**src/hw/rtl/dsmcc_dsi_ior_parser_macros.svh**
```systemverilog
// ----------------------------------------------------------------------------
// DSI IOR parser assertion macros
// Concurrent assertion helpers; compiled out when SYNTH is defined.
// ----------------------------------------------------------------------------
`ifndef DSMCC_DSI_IOR_PARSER_MACROS_SVH
`define DSMCC_DSI_IOR_PARSER_MACROS_SVH

`ifndef SYNTH
// Checked on every rising edge outside reset
`define DSI_ASSERT(name, clk, rst_n, prop, msg) \
  name: assert property (@(posedge clk) disable iff (!rst_n) prop) else $error(msg);
// Checked on every rising edge, reset included
`define DSI_ASSERT_ALWAYS(name, clk, prop, msg) \
  name: assert property (@(posedge clk) prop) else $error(msg);
`else
`define DSI_ASSERT(name, clk, rst_n, prop, msg)
`define DSI_ASSERT_ALWAYS(name, clk, prop, msg)
`endif

`endif

```
**src/hw/rtl/dsi_pkg.sv**
```systemverilog
// ----------------------------------------------------------------------------
// DSI IOR parser package
// Beat types, result status codes, register indexes and fixed field sizes.
// ----------------------------------------------------------------------------
package dsi_pkg;

  // Fixed message layout
  localparam logic [31:0] HDR_BYTES       = 32'd12;
  localparam logic [31:0] SERVER_ID_BYTES = 32'd20;
  localparam logic [7:0]  VER_MAJOR       = 8'h01;
  localparam logic [7:0]  VER_MINOR       = 8'h00;
  localparam logic [31:0] LITE_COMPONENTS = 32'd2;
  localparam logic [31:0] MAX_KEY_BYTES   = 32'd4;

  // Register reset values
  localparam logic [7:0]  ADAPT_RESET = 8'd0;
  localparam logic [31:0] PTAG_RESET  = 32'h4953_4F06;
  localparam logic [31:0] LTAG_RESET  = 32'h4953_4F50;

  // Configuration register indexes
  typedef enum logic [1:0] {
    CFG_ADAPT = 2'd0,
    CFG_PTAG  = 2'd1,
    CFG_LTAG  = 2'd2
  } cfg_idx_e;

  // Result status codes
  typedef enum logic [2:0] {
    ST_OK         = 3'd0,
    ST_PROFILES   = 3'd1,
    ST_PTAG       = 3'd2,
    ST_COMPONENTS = 3'd3,
    ST_LTAG       = 3'd4,
    ST_VERSION    = 3'd5,
    ST_KEY_LEN    = 3'd6,
    ST_TRUNC      = 3'd7
  } status_e;

  // Input beat
  typedef struct packed {
    logic [7:0] data_byte;
    logic       first_byte;
    logic       final_byte;
  } in_item_t;

  // Result beat
  typedef struct packed {
    status_e     status;
    logic [31:0] carousel_id;
    logic [15:0] module_id;
    logic [31:0] object_key;
    logic        key_present;
  } out_item_t;

  // Configuration registers
  typedef struct packed {
    logic [7:0]  adaptation_bytes;
    logic [31:0] profile_tag_value;
    logic [31:0] location_tag_value;
  } cfg_t;

  // Front queue head toward the parser
  typedef struct packed {
    logic     valid;
    logic     start;
    logic     last;
    in_item_t beat;
  } front_head_t;

endpackage

```
**src/hw/rtl/dsi_front.sv**
```systemverilog
// ----------------------------------------------------------------------------
// DSI front queue
// Two-entry queue that takes input beats and flags message start/end.
// ----------------------------------------------------------------------------
module dsi_front (
  input  logic                clk_i,
  input  logic                rst_ni,
  input  logic                push,
  output logic                full,
  input  dsi_pkg::in_item_t   beat_i,
  output dsi_pkg::front_head_t head_o,
  input  logic                take_i
);

  dsi_pkg::in_item_t mem_q [2];
  logic       wr_ptr_q, wr_ptr_d;
  logic       rd_ptr_q, rd_ptr_d;
  logic [1:0] cnt_q, cnt_d;
  logic       do_push, do_take;

  assign full    = (cnt_q == 2'd2);
  assign do_push = push && !full;
  assign do_take = take_i && (cnt_q != 2'd0);

  // Head of queue, classified
  always_comb begin
    head_o.valid = (cnt_q != 2'd0);
    head_o.beat  = mem_q[rd_ptr_q];
    head_o.start = mem_q[rd_ptr_q].first_byte;
    head_o.last  = mem_q[rd_ptr_q].final_byte;
  end

  // Pointer and count update
  always_comb begin
    wr_ptr_d = wr_ptr_q ^ do_push;
    rd_ptr_d = rd_ptr_q ^ do_take;
    cnt_d    = cnt_q + {1'b0, do_push} - {1'b0, do_take};
  end

  always_ff @(posedge clk_i or negedge rst_ni) begin
    if (!rst_ni) begin
      wr_ptr_q <= 1'b0;
      rd_ptr_q <= 1'b0;
      cnt_q    <= 2'd0;
    end else begin
      wr_ptr_q <= wr_ptr_d;
      rd_ptr_q <= rd_ptr_d;
      cnt_q    <= cnt_d;
    end
  end

  // Storage
  always_ff @(posedge clk_i) begin
    if (do_push) begin
      mem_q[wr_ptr_q] <= beat_i;
    end
  end

endmodule

```
**src/hw/rtl/dsi_back.sv**
```systemverilog
// ----------------------------------------------------------------------------
// DSI back end
// Byte-wise IOR parser with a two-entry result queue on its output.
// ----------------------------------------------------------------------------
module dsi_back (
  input  logic                 clk_i,
  input  logic                 rst_ni,
  input  dsi_pkg::cfg_t        cfg_i,
  input  dsi_pkg::front_head_t head_i,
  output logic                 take_o,
  output logic                 empty,
  input  logic                 pop,
  output dsi_pkg::out_item_t   result_o
);

  typedef enum logic [4:0] {
    PH_IDLE, PH_DONE, PH_HDR, PH_LEN1, PH_LEN2, PH_TLEN, PH_TSKIP,
    PH_PCNT, PH_PTAG, PH_BODYLEN, PH_BORDER, PH_LCNT, PH_LTAG, PH_OLEN,
    PH_CAR, PH_MOD, PH_VER, PH_KLEN, PH_KEY, PH_BTAG, PH_BLEN, PH_BSKIP
  } phase_e;

  phase_e      phase_q, phase_d;
  logic [31:0] cnt_q, cnt_d;
  logic [31:0] acc_q, acc_d;
  logic [31:0] car_q, car_d;
  logic [15:0] mod_q, mod_d;
  logic [31:0] key_q, key_d;
  logic [2:0]  klen_q, klen_d;

  // Effective state after a possible restart
  phase_e      eff_phase;
  logic [31:0] eff_cnt, eff_acc, eff_car, eff_key;
  logic [15:0] eff_mod;
  logic [2:0]  eff_klen;
  logic [31:0] acc_new, cnt_new;
  logic        active;

  logic                st_valid;
  dsi_pkg::status_e    st;
  dsi_pkg::out_item_t  res;

  // Result queue
  dsi_pkg::out_item_t rq_q [2];
  logic       rq_wr_q, rq_rd_q;
  logic [1:0] rq_cnt_q;
  logic       rq_push, rq_pop;

  assign take_o = head_i.valid && (rq_cnt_q != 2'd2);

  // Restart on first byte of a message
  always_comb begin
    if (head_i.start) begin
      eff_phase = PH_HDR;
      eff_cnt   = dsi_pkg::HDR_BYTES + dsi_pkg::SERVER_ID_BYTES
                  + {24'd0, cfg_i.adaptation_bytes};
      eff_acc   = '0;
      eff_car   = '0;
      eff_mod   = '0;
      eff_key   = '0;
      eff_klen  = '0;
    end else begin
      eff_phase = phase_q;
      eff_cnt   = cnt_q;
      eff_acc   = acc_q;
      eff_car   = car_q;
      eff_mod   = mod_q;
      eff_key   = key_q;
      eff_klen  = klen_q;
    end
    active  = (eff_phase != PH_IDLE) && (eff_phase != PH_DONE);
    acc_new = {eff_acc[23:0], head_i.beat.data_byte};
    cnt_new = (eff_cnt != 32'd0) ? eff_cnt - 32'd1 : 32'd0;
  end

  // Field completion and checks
  always_comb begin
    phase_d  = phase_q;
    cnt_d    = cnt_q;
    acc_d    = acc_q;
    car_d    = car_q;
    mod_d    = mod_q;
    key_d    = key_q;
    klen_d   = klen_q;
    st_valid = 1'b0;
    st       = dsi_pkg::ST_OK;
    if (take_o && active) begin
      phase_d = eff_phase;
      cnt_d   = cnt_new;
      acc_d   = acc_new;
      car_d   = eff_car;
      mod_d   = eff_mod;
      key_d   = eff_key;
      klen_d  = eff_klen;
      if (cnt_new == 32'd0) begin
        acc_d = '0;
        unique case (eff_phase)
          PH_HDR: begin
            phase_d = PH_LEN1; cnt_d = 32'd2;
          end
          PH_LEN1: begin
            if (acc_new == 32'd0) begin
              phase_d = PH_LEN2; cnt_d = 32'd2;
            end else begin
              phase_d = PH_TLEN; cnt_d = 32'd4;
            end
          end
          PH_LEN2: begin
            phase_d = PH_TLEN; cnt_d = 32'd4;
          end
          PH_TLEN: begin
            if (acc_new == 32'd0) begin
              phase_d = PH_PCNT; cnt_d = 32'd4;
            end else begin
              phase_d = PH_TSKIP; cnt_d = acc_new;
            end
          end
          PH_TSKIP: begin
            phase_d = PH_PCNT; cnt_d = 32'd4;
          end
          PH_PCNT: begin
            if (acc_new > 32'd1) begin
              st_valid = 1'b1; st = dsi_pkg::ST_PROFILES;
            end else begin
              phase_d = PH_PTAG; cnt_d = 32'd4;
            end
          end
          PH_PTAG: begin
            if (acc_new != cfg_i.profile_tag_value) begin
              st_valid = 1'b1; st = dsi_pkg::ST_PTAG;
            end else begin
              phase_d = PH_BODYLEN; cnt_d = 32'd4;
            end
          end
          PH_BODYLEN: begin
            phase_d = PH_BORDER; cnt_d = 32'd1;
          end
          PH_BORDER: begin
            phase_d = PH_LCNT; cnt_d = 32'd1;
          end
          PH_LCNT: begin
            if (acc_new != dsi_pkg::LITE_COMPONENTS) begin
              st_valid = 1'b1; st = dsi_pkg::ST_COMPONENTS;
            end else begin
              phase_d = PH_LTAG; cnt_d = 32'd4;
            end
          end
          PH_LTAG: begin
            if (acc_new != cfg_i.location_tag_value) begin
              st_valid = 1'b1; st = dsi_pkg::ST_LTAG;
            end else begin
              phase_d = PH_OLEN; cnt_d = 32'd1;
            end
          end
          PH_OLEN: begin
            phase_d = PH_CAR; cnt_d = 32'd4;
          end
          PH_CAR: begin
            car_d = acc_new; phase_d = PH_MOD; cnt_d = 32'd2;
          end
          PH_MOD: begin
            mod_d = acc_new[15:0]; phase_d = PH_VER; cnt_d = 32'd2;
          end
          PH_VER: begin
            if (acc_new[15:8] != dsi_pkg::VER_MAJOR ||
                acc_new[7:0] != dsi_pkg::VER_MINOR) begin
              st_valid = 1'b1; st = dsi_pkg::ST_VERSION;
            end else begin
              phase_d = PH_KLEN; cnt_d = 32'd1;
            end
          end
          PH_KLEN: begin
            if (acc_new > dsi_pkg::MAX_KEY_BYTES) begin
              st_valid = 1'b1; st = dsi_pkg::ST_KEY_LEN;
            end else begin
              klen_d = acc_new[2:0];
              if (acc_new == 32'd0) begin
                phase_d = PH_BTAG; cnt_d = 32'd4;
              end else begin
                phase_d = PH_KEY; cnt_d = acc_new;
              end
            end
          end
          PH_KEY: begin
            key_d = acc_new; phase_d = PH_BTAG; cnt_d = 32'd4;
          end
          PH_BTAG: begin
            phase_d = PH_BLEN; cnt_d = 32'd1;
          end
          PH_BLEN: begin
            if (acc_new == 32'd0) begin
              st_valid = 1'b1; st = dsi_pkg::ST_OK;
            end else begin
              phase_d = PH_BSKIP; cnt_d = acc_new;
            end
          end
          PH_BSKIP: begin
            st_valid = 1'b1; st = dsi_pkg::ST_OK;
          end
          default: begin
            phase_d = PH_DONE;
          end
        endcase
      end
      // early end of message
      if (!st_valid && head_i.last) begin
        st_valid = 1'b1;
        st       = dsi_pkg::ST_TRUNC;
      end
      if (st_valid) begin
        phase_d = PH_DONE;
      end
    end
  end

  // Result beat; payload zeroed on failure
  always_comb begin
    res        = '0;
    res.status = st;
    if (st == dsi_pkg::ST_OK) begin
      res.carousel_id = car_d;
      res.module_id   = mod_d;
      res.key_present = (klen_d != 3'd0);
      res.object_key  = (klen_d != 3'd0) ? key_d : 32'd0;
    end
  end

  always_ff @(posedge clk_i or negedge rst_ni) begin
    if (!rst_ni) begin
      phase_q <= PH_IDLE;
      cnt_q   <= '0;
      acc_q   <= '0;
      car_q   <= '0;
      mod_q   <= '0;
      key_q   <= '0;
      klen_q  <= '0;
    end else begin
      phase_q <= phase_d;
      cnt_q   <= cnt_d;
      acc_q   <= acc_d;
      car_q   <= car_d;
      mod_q   <= mod_d;
      key_q   <= key_d;
      klen_q  <= klen_d;
    end
  end

  // Result queue control
  assign rq_push  = take_o && st_valid;
  assign empty    = (rq_cnt_q == 2'd0);
  assign rq_pop   = pop && !empty;
  assign result_o = rq_q[rq_rd_q];

  always_ff @(posedge clk_i or negedge rst_ni) begin
    if (!rst_ni) begin
      rq_wr_q  <= 1'b0;
      rq_rd_q  <= 1'b0;
      rq_cnt_q <= 2'd0;
    end else begin
      rq_wr_q  <= rq_wr_q ^ rq_push;
      rq_rd_q  <= rq_rd_q ^ rq_pop;
      rq_cnt_q <= rq_cnt_q + {1'b0, rq_push} - {1'b0, rq_pop};
    end
  end

  always_ff @(posedge clk_i) begin
    if (rq_push) begin
      rq_q[rq_wr_q] <= res;
    end
  end

endmodule

```
**src/hw/rtl/dsmcc_dsi_ior_parser.sv**
```systemverilog
// ----------------------------------------------------------------------------
// DSM-CC DSI service gateway IOR parser
// Parses a download-server-initiate message byte by byte, at most one result each.
// ----------------------------------------------------------------------------
// Throughput: one byte per cycle while the result queue has room, set by the parser's per-byte state update.
// Result path: a deciding byte is registered in the front queue, and its result
//   is registered in the result queue before it reaches the ports.
// Reset: queues empty, parser idle, registers back to their default values.
`include "dsmcc_dsi_ior_parser_macros.svh"

module dsmcc_dsi_ior_parser (
  input  logic               clk_i,
  input  logic               rst_ni,
  input  logic               push,
  output logic               full,
  input  dsi_pkg::in_item_t  data_i,
  output logic               empty,
  input  logic               pop,
  output dsi_pkg::out_item_t result_o,
  input  logic               cfg_we_i,
  input  logic [1:0]         cfg_idx_i,
  input  logic [31:0]        cfg_data_i
);

  dsi_pkg::cfg_t        cfg_q, cfg_d;
  dsi_pkg::front_head_t head;
  logic                 take;

  // Configuration registers
  always_comb begin
    cfg_d = cfg_q;
    if (cfg_we_i) begin
      unique case (cfg_idx_i)
        dsi_pkg::CFG_ADAPT: cfg_d.adaptation_bytes   = cfg_data_i[7:0];
        dsi_pkg::CFG_PTAG:  cfg_d.profile_tag_value  = cfg_data_i;
        dsi_pkg::CFG_LTAG:  cfg_d.location_tag_value = cfg_data_i;
        default:            cfg_d = cfg_q;
      endcase
    end
  end

  always_ff @(posedge clk_i or negedge rst_ni) begin
    if (!rst_ni) begin
      cfg_q.adaptation_bytes   <= dsi_pkg::ADAPT_RESET;
      cfg_q.profile_tag_value  <= dsi_pkg::PTAG_RESET;
      cfg_q.location_tag_value <= dsi_pkg::LTAG_RESET;
    end else begin
      cfg_q <= cfg_d;
    end
  end

  dsi_front u_front (
    .clk_i  (clk_i),
    .rst_ni (rst_ni),
    .push   (push),
    .full   (full),
    .beat_i (data_i),
    .head_o (head),
    .take_i (take)
  );

  dsi_back u_back (
    .clk_i    (clk_i),
    .rst_ni   (rst_ni),
    .cfg_i    (cfg_q),
    .head_i   (head),
    .take_o   (take),
    .empty    (empty),
    .pop      (pop),
    .result_o (result_o)
  );

  // Checks
  `DSI_ASSERT(a_fail_zero, clk_i, rst_ni, (!empty && result_o.status != dsi_pkg::ST_OK) |-> (result_o.carousel_id == 32'd0 && result_o.module_id == 16'd0 && result_o.object_key == 32'd0 && !result_o.key_present), "failing result carries payload")
  `DSI_ASSERT(a_key_absent, clk_i, rst_ni, (!empty && !result_o.key_present) |-> (result_o.object_key == 32'd0), "object key set without key")
  `DSI_ASSERT(a_push_lands, clk_i, rst_ni, (push && !full) |=> head.valid, "accepted beat missing from front queue")
  `DSI_ASSERT_ALWAYS(a_reset_empty, clk_i, !rst_ni |-> (empty && !full), "queues not empty in reset")

endmodule

```
**config.mk**
```make
export PLATFORM = sky130hd
export DESIGN_NAME = dsmcc_dsi_ior_parser
export DESIGN_NICKNAME = d
export VERILOG_FILES = /design/src/hw/rtl/dsi_pkg.sv /design/src/hw/rtl/dsi_front.sv /design/src/hw/rtl/dsi_back.sv /design/src/hw/rtl/dsmcc_dsi_ior_parser.sv
export VERILOG_INCLUDE_DIRS = /design/src /design/src/hw/rtl
export SDC_FILE = /design/constraint.sdc
export NUM_CORES = 1
export LEC_CHECK = 0
export BUFFER_PORTS_ARGS = -buffer_cell sky130_fd_sc_hd__buf_2
export CAP_MARGIN = 15
export CORE_MARGIN = 1.5
export CORE_UTILIZATION = 55
export CTS_CLUSTER_SIZE = 12
export DETAILED_ROUTE_END_ITERATION = 10
export GPL_ROUTABILITY_DRIVEN = 0
export GPL_TIMING_DRIVEN = 1
export PLACE_DENSITY = 0.76
export SLEW_MARGIN = 20
export SYNTH_ARGS = -nofsm -noshare
export SYNTH_HDL_FRONTEND = slang
export SYNTH_HIERARCHICAL = 1
export SYNTH_SLANG_ARGS = --single-unit
```
**constraint.sdc**
```tcl
create_clock -name clk_i -period 8.5 [get_ports clk_i]
set_clock_uncertainty 0.05 [all_clocks]
set_input_delay 1.275 -clock clk_i [delete_from_list [all_inputs] [get_ports clk_i]]
set_output_delay 1.275 -clock clk_i [all_outputs]
set_load 0.05 [all_outputs]
```
==> flow_results.xml, run 1 <==
<?xml version="1.0" encoding="UTF-8"?>
<metrics>
  <group name="status">
    <metric name="status" unit="">completed</metric>
  </group>
  <group name="final_layout">
    <metric name="post-route-cell-area" unit="mm²">0.0226</metric>
    <metric name="final_layout_size_suffix_gt1_frac" unit="">0.233</metric>
    <metric name="finalNonFillerCells" unit="">2383</metric>
    <metric name="most-common-layout-cells" unit="">195 x dfrtp_1, 188 x edfxtp_1, 177 x nand2_1</metric>
    <metric name="layout.filler_cells" unit="">2830</metric>
    <metric name="synthToLayoutAreaGrowth" unit="%">10.6</metric>
    <metric name="net_count_reported_at_finish" unit="">1941</metric>
    <metric name="layout_commonest_cell" unit="">dfrtp_1</metric>
    <metric name="antennaDiodeCount" unit="">0</metric>
  </group>
  <group name="synthesis">
    <metric name="synthesis.area_per_instance" unit="µm²">11.2</metric>
    <metric name="synth.yosys.warnings" unit="">6</metric>
    <metric name="synth-adder-area-share" unit="">0.00674</metric>
    <metric name="post_synth_num_cell_types" unit="">96</metric>
    <metric name="postSynthRegisterBits" unit="">412</metric>
    <metric name="synth_top_family_by_area" unit="">simple AND/OR/NAND/NOR gates</metric>
    <metric name="synth_nets" unit="">1882</metric>
    <metric name="synth-async-reset-ratio" unit="">0.544</metric>
    <metric name="synth-compound-area-share" unit="">0.125</metric>
    <metric name="synth-edff-count" unit="">188</metric>
    <metric name="yosys-mux-area-fraction" unit="">0.0979</metric>
    <metric name="synthesis.instances" unit="">1822</metric>
    <metric name="register_area_share_after_synthesis" unit="">0.553</metric>
    <metric name="synth_flop_cell" unit="">dfrtp_1</metric>
    <metric name="synth_simple_gate_area_share" unit="">0.150</metric>
    <metric name="syn-cell-area" unit="mm²">0.0204</metric>
    <metric name="post_synth_xor_area_fraction" unit="">0.0249</metric>
  </group>
  <group name="floorplanning">
    <metric name="die_span_y" unit="µm">196</metric>
    <metric name="die_x" unit="µm">196</metric>
    <metric name="core_area" unit="mm²">0.0366</metric>
    <metric name="initial_utilization" unit="">0.558</metric>
    <metric name="die_area" unit="mm²">0.0383</metric>
    <metric name="std_cell_rows" unit="">70</metric>
    <metric name="io_pins" unit="">135</metric>
  </group>
  <group name="routing">
    <metric name="routed-via-count" unit="">15300</metric>
    <metric name="drt_pre_antenna_iters" unit="">6</metric>
    <metric name="drtIter0Drc" unit="">1592</metric>
    <metric name="drc_errors" unit="">0</metric>
    <metric name="routed_wire_length_per_instance" unit="µm">22.8</metric>
    <metric name="postRouteAntennaNets" unit="">0</metric>
    <metric name="routed_via_density" unit="">6.43</metric>
    <metric name="totalWireLength" unit="mm">54.3</metric>
  </group>
  <group name="timing">
    <metric name="finalHoldViolCount" unit="">0</metric>
    <metric name="timing.setup.tns" unit="ns">0</metric>
    <metric name="slew-limit-headroom" unit="">0.286</metric>
    <metric name="timing_max_transition_violations_final" unit="">0</metric>
    <metric name="max_freq" unit="MHz">147</metric>
    <metric name="minimum_period_implied_by_the_final_worst_setup_slack" unit="ns">6.79</metric>
    <metric name="worst_hold_slack" unit="ns">0.446</metric>
    <metric name="rsz_0062_raised_after_global_routing" unit="">false</metric>
    <metric name="tightestPinTransition" unit="ns">1.07</metric>
    <metric name="finalCritPeriodShare" unit="">0.799</metric>
    <metric name="worst_slack" unit="ns">1.71</metric>
    <metric name="finalSetupViolations" unit="">0</metric>
  </group>
  <group name="run">
    <metric name="max_cap_violations" unit="">0</metric>
  </group>
  <group name="global_routing">
    <metric name="grt_max_degree" unit="">131</metric>
    <metric name="track_usage" unit="">0.280</metric>
    <metric name="grt_pass1_wl" unit="mm">83.2</metric>
    <metric name="initial_antenna_violation_count" unit="">1</metric>
    <metric name="number_of_global_route_vias_before_repair" unit="">14700</metric>
    <metric name="grt_overflow" unit="">0</metric>
  </group>
  <group name="cts">
    <metric name="ctsHtreeMaxLevel" unit="">2</metric>
    <metric name="clkLatencyLatePin" unit="ns">0.57</metric>
    <metric name="cts.reportedPaths.clkPinSlew" unit="ns">0.06</metric>
    <metric name="clock-root-buffer" unit="">clkbuf_16</metric>
    <metric name="cts-hold-fix-buffers" unit="">0</metric>
    <metric name="cts_setup_buffers" unit="">0</metric>
    <metric name="clock-sinks" unit="">412</metric>
    <metric name="cts.path.max_buffers" unit="">3</metric>
    <metric name="tritoncts.num_buffers" unit="">43</metric>
    <metric name="cts_tree" unit="">yes</metric>
    <metric name="resized_cells_post_cts" unit="">0</metric>
  </group>
  <group name="worst_setup_path">
    <metric name="critical_path_cell_list" unit="">mux2_4, inv_2, a21boi_0, ha_1, nor4b_2, nor2_1, or2_1, or3_1, o311ai_2, nand4_1, nor4_4, a31o_4, a32o_2, buf_4, a21o_4, nor2b_1</metric>
    <metric name="cp_launch_type" unit="">flip-flop</metric>
    <metric name="critical_path.endpoint_type" unit="">flip-flop</metric>
    <metric name="timing.critical_path.arrival" unit="ns">7.03</metric>
    <metric name="crit_fanout" unit="">85</metric>
    <metric name="path_class" unit="">reg -&gt; reg</metric>
    <metric name="critical_path_buffer_and_inverter_count" unit="">2</metric>
    <metric name="cp_data_required_time" unit="ns">8.74</metric>
    <metric name="critical_path.max_stage_delay" unit="ns">0.85</metric>
    <metric name="timing.critical_path.max_delay_family" unit="">compound AO/OA/AOI/OAI gates</metric>
    <metric name="critical_path.slowest_cell" unit="">mux2_4</metric>
  </group>
  <group name="power">
    <metric name="ir_drop" unit="mV">0.306</metric>
    <metric name="leakage" unit="nW">8.79</metric>
    <metric name="power_density" unit="mW/mm²">378</metric>
  </group>
  <group name="place">
    <metric name="dpl-instance-area" unit="mm²">0.0212</metric>
    <metric name="portBuffers" unit="">134</metric>
    <metric name="placed_cells_incl_taps" unit="">2302</metric>
    <metric name="post-dp-hpwl" unit="mm">34.8</metric>
    <metric name="place_ws" unit="ns">1.79</metric>
  </group>
  <group name="hold_path">
    <metric name="min_path_type" unit="">reg -&gt; reg</metric>
  </group>
</metrics>
[registers in the layout (all words and copies together), names as in the netlist, 3 cells and up]
register and count:
u_back/phase_q 5, u_back/klen_q 3, u_back/mod_q 16, u_back/key_q 32
u_front/mem_q 20, u_back/car_q 32, u_back/acc_q 24, u_back/cnt_q 32
u_back/rq_q 168, cfg_q 72
[worst paths after layout]
path,end,cells after the start,start,slack [ns]
worst max-delay path,u_back/rq_q[0][28],16,u_front/rd_ptr_q,1.71
worst min-delay path,u_back/car_q[22],2,u_back/car_q[22],0.45
worst max register to register,u_back/rq_q[0][28],16,u_front/rd_ptr_q,1.71
worst min register to register,u_back/car_q[22],2,u_back/car_q[22],0.45
max in group asynchronous,u_back/rq_rd_q,3,rst_ni,6.40
min in group asynchronous,cfg_q[31],1,rst_ni,0.62
[worst reg2reg max path, stage by stage, from the launching register on]
cell and delay [ns]:
dfrtp_1 0.68, mux2_4 0.86, inv_2 0.10, a21boi_0 0.38
ha_1 0.36, nor4b_2 0.34, nor2_1 0.16, or2_1 0.27
or3_1 0.37, o311ai_2 0.31, nand4_1 0.22, nor4_4 0.44
a31o_4 0.70, a32o_2 0.22, buf_4 0.47, a21o_4 0.42
nor2b_1 0.15
[power breakdown]
| part | leakage [nW] | switching, mW | internal [mW] |
|---|---|---|---|
| Clock | 0.647 | 0.762 | 1.06 |
| Sequential | 4.55 | 0.611 | 2.59 |
| Combinational | 3.60 | 2.40 | 1.10 |
[synth_stat cells, drive strengths merged (4+ instances only)]
library cell / count / area share
a32o: 4 / 0.0020
nor2: 132 / 0.024
nand4b: 4 / 0.0017
nor4b: 5 / 0.0028
o311ai: 4 / 0.0021
and2: 4 / 0.0012
o2111ai: 4 / 0.0020
nor4: 27 / 0.012
buf: 51 / 0.016
a21oi: 100 / 0.025
o21a: 6 / 0.0022
nand3: 61 / 0.015
o211ai: 6 / 0.0025
edfxtp: 188 / 0.28
a21boi: 4 / 0.0015
or3: 9 / 0.0028
o32ai: 16 / 0.0069
inv: 50 / 0.0092
dfstp: 28 / 0.036
a22o: 19 / 0.0082
nor2b: 43 / 0.013
a2bb2oi: 4 / 0.0017
ha: 11 / 0.0067
xnor2: 45 / 0.019
nor4bb: 18 / 0.0088
dfrtp: 196 / 0.24
or4: 7 / 0.0028
a22oi: 17 / 0.0063
nand4: 15 / 0.0046
xor2: 13 / 0.0056
nand2: 179 / 0.033
or2: 5 / 0.0015
o21ai: 109 / 0.027
o2bb2ai: 4 / 0.0017
mux2: 168 / 0.094
and3: 11 / 0.0034
a31oi: 33 / 0.011
nand2b: 14 / 0.0043
nor3: 39 / 0.011
mux2i: 7 / 0.0036
o22ai: 17 / 0.0052
o31ai: 9 / 0.0036
clkbuf: 87 / 0.017
[layout make-up]
cell class / instances / area, µm² / share of cell area
Sequential cell: 412 / 11300 / 0.500
Multi-Input combinational cell: 1222 / 8310 / 0.368
Clock buffer: 71 / 1240 / 0.0550
Timing Repair Buffer: 152 / 843 / 0.0374
Tap cell: 468 / 586 / 0.0259
Inverter: 50 / 188 / 0.00831
Clock inverter: 8 / 116 / 0.00515
[per-stage QoR]
step / power [mW] / util
5_1_grt: 8.85 / 0.617
3_3_place_gp: 6.55 / 0.578
4_1_cts: 8.47 / 0.615
3_5_place_dp: 6.63 / 0.578
2_1_floorplan: 5.68 / -
6_report: 8.52 / 0.617
[kinds of logic after synthesis]
group,after synthesis
adder cells (fa/ha/maj),11
AO/OA/AOI/OAI,390
buffers and inverters,188
flip-flops,412
XOR/XNOR,58
AND/OR/NAND/NOR,588
multiplexers,175
[routing by layer]
metal | routed length, µm | share of wire | track usage | up-vias
met4 | 1950 | 0.036 | 0.106 | 0
met5 | 0 | 0 | 0 | -
met2 | 25200 | 0.46 | 0.446 | 896
met3 | 5590 | 0.10 | 0.0572 | 165
li1 | - | - | - | 6790
met1 | 21600 | 0.40 | 0.381 | 7469
No activity file was read; power rests on OpenSTA's default activity.
==> run 2, diff against run 1 <==
==> constraint.sdc (replaced) <==
create_clock -name clk_i -period 6 [get_ports clk_i]
set_clock_uncertainty 0.05 [all_clocks]
set_input_delay 0.9 -clock clk_i [delete_from_list [all_inputs] [get_ports clk_i]]
set_output_delay 0.9 -clock clk_i [all_outputs]
set_load 0.05 [all_outputs]
==> run 2 against run 1 <==
Against the previous run:
- critical path type unchanged
- worst setup slack worse by 1.3 ns
- routed wire length is 0.39% higher
- die area stayed put
- utilization is 0.43 points higher
- via count is 1.0% lower
- clock-buffer cell count is 4 lower
- non-clock buffer count is 15 higher
- final cell count is 0.76% higher
- power is 43% higher
- design area is 0.69% higher
- sequential share of layout area is 0.34 points lower
==> flow_results.xml, run 2 (synthesis gave the netlist of run 1 again) <==
<?xml version="1.0" encoding="UTF-8"?>
<metrics>
  <group name="worst_setup_path">
    <metric name="critical_path.max_stage_delay" unit="ns">0.51</metric>
    <metric name="cp_launch_type" unit="">flip-flop</metric>
    <metric name="critical-path-top-cell-by-count" unit="">nand2_1</metric>
    <metric name="critical_path.slowest_cell" unit="">ha_4</metric>
    <metric name="cp_data_required_time" unit="ns">6.21</metric>
    <metric name="critical_path_buffer_and_inverter_count" unit="">2</metric>
    <metric name="timing.critical_path.arrival" unit="ns">5.84</metric>
    <metric name="critical_path.endpoint_type" unit="">flip-flop</metric>
    <metric name="critical_path_cell_list" unit="">mux2_4, nand2_1, a21boi_0, ha_2, nor4b_4, nor2_2, or2_1, or3_4, o311ai_4, nand4_1, nor4_4, o2111ai_2, nand2b_1, nand2_1, inv_2, ha_4, buf_4</metric>
    <metric name="timing.critical_path.max_delay_family" unit="">simple AND/OR/NAND/NOR gates</metric>
    <metric name="timing.reg2reg.worst_path_depth" unit="">17</metric>
    <metric name="path_class" unit="">reg -&gt; reg</metric>
    <metric name="crit_fanout" unit="">34</metric>
    <metric name="path_depth" unit="">17</metric>
  </group>
  <group name="final_layout">
    <metric name="largest_register_ff_count" unit="">168</metric>
    <metric name="register_area" unit="mm²">0.0113</metric>
    <metric name="reg.largest.list" unit="">u_back/rq_q: 168 flops, cfg_q: 72 flops</metric>
    <metric name="synthToLayoutAreaGrowth" unit="%">11.3</metric>
    <metric name="layout.filler_cells" unit="">2814</metric>
    <metric name="registers.top_by_ff_count" unit="">u_back/rq_q</metric>
    <metric name="most-common-layout-cells" unit="">195 x dfrtp_1, 188 x edfxtp_1, 177 x nand2_1</metric>
    <metric name="net_count_reported_at_finish" unit="">1957</metric>
    <metric name="multi_input_area" unit="mm²">0.00833</metric>
    <metric name="final_layout_size_suffix_gt1_frac" unit="">0.242</metric>
    <metric name="finalNonFillerCells" unit="">2401</metric>
    <metric name="layout_commonest_cell" unit="">dfrtp_1</metric>
  </group>
  <group name="cts">
    <metric name="clock-root-buffer" unit="">clkbuf_16</metric>
    <metric name="ctsHtreeMaxLevel" unit="">2</metric>
    <metric name="cts.reportedPaths.clkPinSlew" unit="ns">0.06</metric>
    <metric name="tritoncts.num_buffers" unit="">44</metric>
    <metric name="cts_tree" unit="">yes</metric>
    <metric name="clock-sinks" unit="">412</metric>
    <metric name="resized_cells_post_cts" unit="">0</metric>
    <metric name="clkLatencyLatePin" unit="ns">0.57</metric>
    <metric name="cts_setup_buffers" unit="">0</metric>
    <metric name="cts-hold-fix-buffers" unit="">0</metric>
    <metric name="cts.path.max_buffers" unit="">3</metric>
  </group>
  <group name="power">
    <metric name="internal_power" unit="mW">6.74</metric>
    <metric name="ir_drop" unit="mV">0.411</metric>
    <metric name="design_power_total" unit="mW">12.1</metric>
    <metric name="power.combinational.fraction" unit="">0.415</metric>
    <metric name="pwr-share-clk" unit="">0.210</metric>
    <metric name="power.sequential.fraction" unit="">0.375</metric>
    <metric name="p_switching" unit="mW">5.40</metric>
    <metric name="leakage" unit="nW">8.87</metric>
    <metric name="power_density" unit="mW/mm²">534</metric>
    <metric name="power_switching_share" unit="">0.445</metric>
  </group>
  <group name="routing">
    <metric name="postRouteAntennaNets" unit="">0</metric>
    <metric name="drt_pre_antenna_iters" unit="">5</metric>
    <metric name="drc_errors" unit="">0</metric>
    <metric name="totalWireLength" unit="mm">54.6</metric>
    <metric name="routed_via_density" unit="">6.32</metric>
    <metric name="routed-via-count" unit="">15200</metric>
    <metric name="drtIter0Drc" unit="">1884</metric>
    <metric name="routed_wire_length_per_instance" unit="µm">22.7</metric>
  </group>
  <group name="hold_path">
    <metric name="min_path_type" unit="">in -&gt; async</metric>
  </group>
  <group name="status">
    <metric name="status" unit="">completed</metric>
  </group>
  <group name="timing">
    <metric name="max_freq" unit="MHz">178</metric>
    <metric name="minimum_period_implied_by_the_final_worst_setup_slack" unit="ns">5.63</metric>
    <metric name="rsz_0062_raised_after_global_routing" unit="">false</metric>
    <metric name="timing_max_transition_violations_final" unit="">0</metric>
    <metric name="slew-limit-headroom" unit="">0.361</metric>
    <metric name="worst_slack" unit="ns">0.375</metric>
    <metric name="finalCritPeriodShare" unit="">0.938</metric>
    <metric name="finalSetupViolations" unit="">0</metric>
    <metric name="finalHoldViolCount" unit="">0</metric>
    <metric name="tightestPinTransition" unit="ns">0.954</metric>
  </group>
  <group name="global_routing">
    <metric name="grt_max_degree" unit="">123</metric>
    <metric name="initial_antenna_violation_count" unit="">0</metric>
    <metric name="track_usage" unit="">0.284</metric>
    <metric name="grt_overflow" unit="">0</metric>
    <metric name="number_of_global_route_vias_before_repair" unit="">14600</metric>
    <metric name="grt_pass1_wl" unit="mm">83.7</metric>
  </group>
  <group name="place">
    <metric name="post-dp-hpwl" unit="mm">35.4</metric>
    <metric name="placed_cells_incl_taps" unit="">2319</metric>
    <metric name="portBuffers" unit="">134</metric>
    <metric name="place_ws" unit="ns">0.441</metric>
  </group>
  <group name="floorplanning">
    <metric name="initial_utilization" unit="">0.558</metric>
    <metric name="die_x" unit="µm">196</metric>
    <metric name="die_area" unit="mm²">0.0383</metric>
    <metric name="io_pins" unit="">135</metric>
    <metric name="core_area" unit="mm²">0.0366</metric>
    <metric name="die_span_y" unit="µm">196</metric>
    <metric name="std_cell_rows" unit="">70</metric>
  </group>
  <group name="run">
    <metric name="max_cap_violations" unit="">0</metric>
  </group>
</metrics>
## run 2: changes by cell type in the layout (fill, tap and decap cells not counted), moves of 2 or more
cell / previous run / this run
buf_12: 0 / 5
buf_4: 16 / 28
clkbuf_1: 22 / 19
clkbuf_8: 6 / 4
clkinv_1: 1 / 5
clkinv_2: 1 / 3
## run 2: worst reg2reg max path, delay by kind of cell, from the launching register on
| family | cells | cell delay, ns |
|---|---|---|
| muxes | 1 | 0.43 |
| adders and majority gates | 2 | 0.86 |
| AOI/OAI and AO/OA | 3 | 0.88 |
| DFF | 1 | 0.39 |
| buffers and inverters | 2 | 0.45 |
| and+or+nand+nor | 9 | 2.26 |
## run 2: stage by stage
stage / instance area (µm²) / TNS (ns) / hold slack [ns] / utilization
final: 22700 / 0 / 0.290 / 0.621
after global routing: 22700 / 0 / 0.371 / 0.621
after CTS: 22700 / 0 / 0.351 / 0.621
after detailed placement: 21400 / 0 / 0.427 / 0.584
after global placement: 21400 / 0 / 0.423 / 0.584
after floorplan: 20500 / -20.82 / 0.401 / -
## run 2: path summary, 6_finish.rpt
path / slack, ns / end / start
min in group clk_i: 0.45 / u_back/car_q[22] / u_back/car_q[22]
max in group asynchronous: 4.42 / u_back/rq_rd_q / rst_ni
worst min register to register: 0.45 / u_back/car_q[22] / u_back/car_q[22]
worst max register to register: 0.37 / u_back/rq_q[1][28] / u_front/rd_ptr_q
worst max-delay path: 0.37 / u_back/rq_q[1][28] / u_front/rd_ptr_q
worst min-delay path: 0.29 / u_front/cnt_q[1] / rst_ni
## run 2: final cells by class
class,instances,share of cell area
Clock buffer,67,0.0540
Inverter,50,0.00826
Timing Repair Buffer,167,0.0436
Multi-Input combinational cell,1222,0.367
Antenna cell,1,0.000110
Sequential cell,412,0.497
Tap cell,468,0.0258
Clock inverter,14,0.00490
## run 2: layer usage
layer | vias to the layer above | part of all wire | global-route usage
li1 | 6837 | - | -
met1 | 7395 | 0.41 | 0.389
met2 | 796 | 0.45 | 0.440
met3 | 135 | 0.093 | 0.0545
met4 | 0 | 0.045 | 0.134
met5 | - | 0 | 0
## run 2: power groups by stage
stage,logic (mW),clock network (mW),registers (mW)
2_1_floorplan,4.13,0,3.96
3_3_place_gp,4.87,0,4.54
3_5_place_dp,4.96,0,4.57
4_1_cts,4.99,2.57,4.52
5_1_grt,5.33,2.69,4.62
6_report,5.04,2.55,4.56
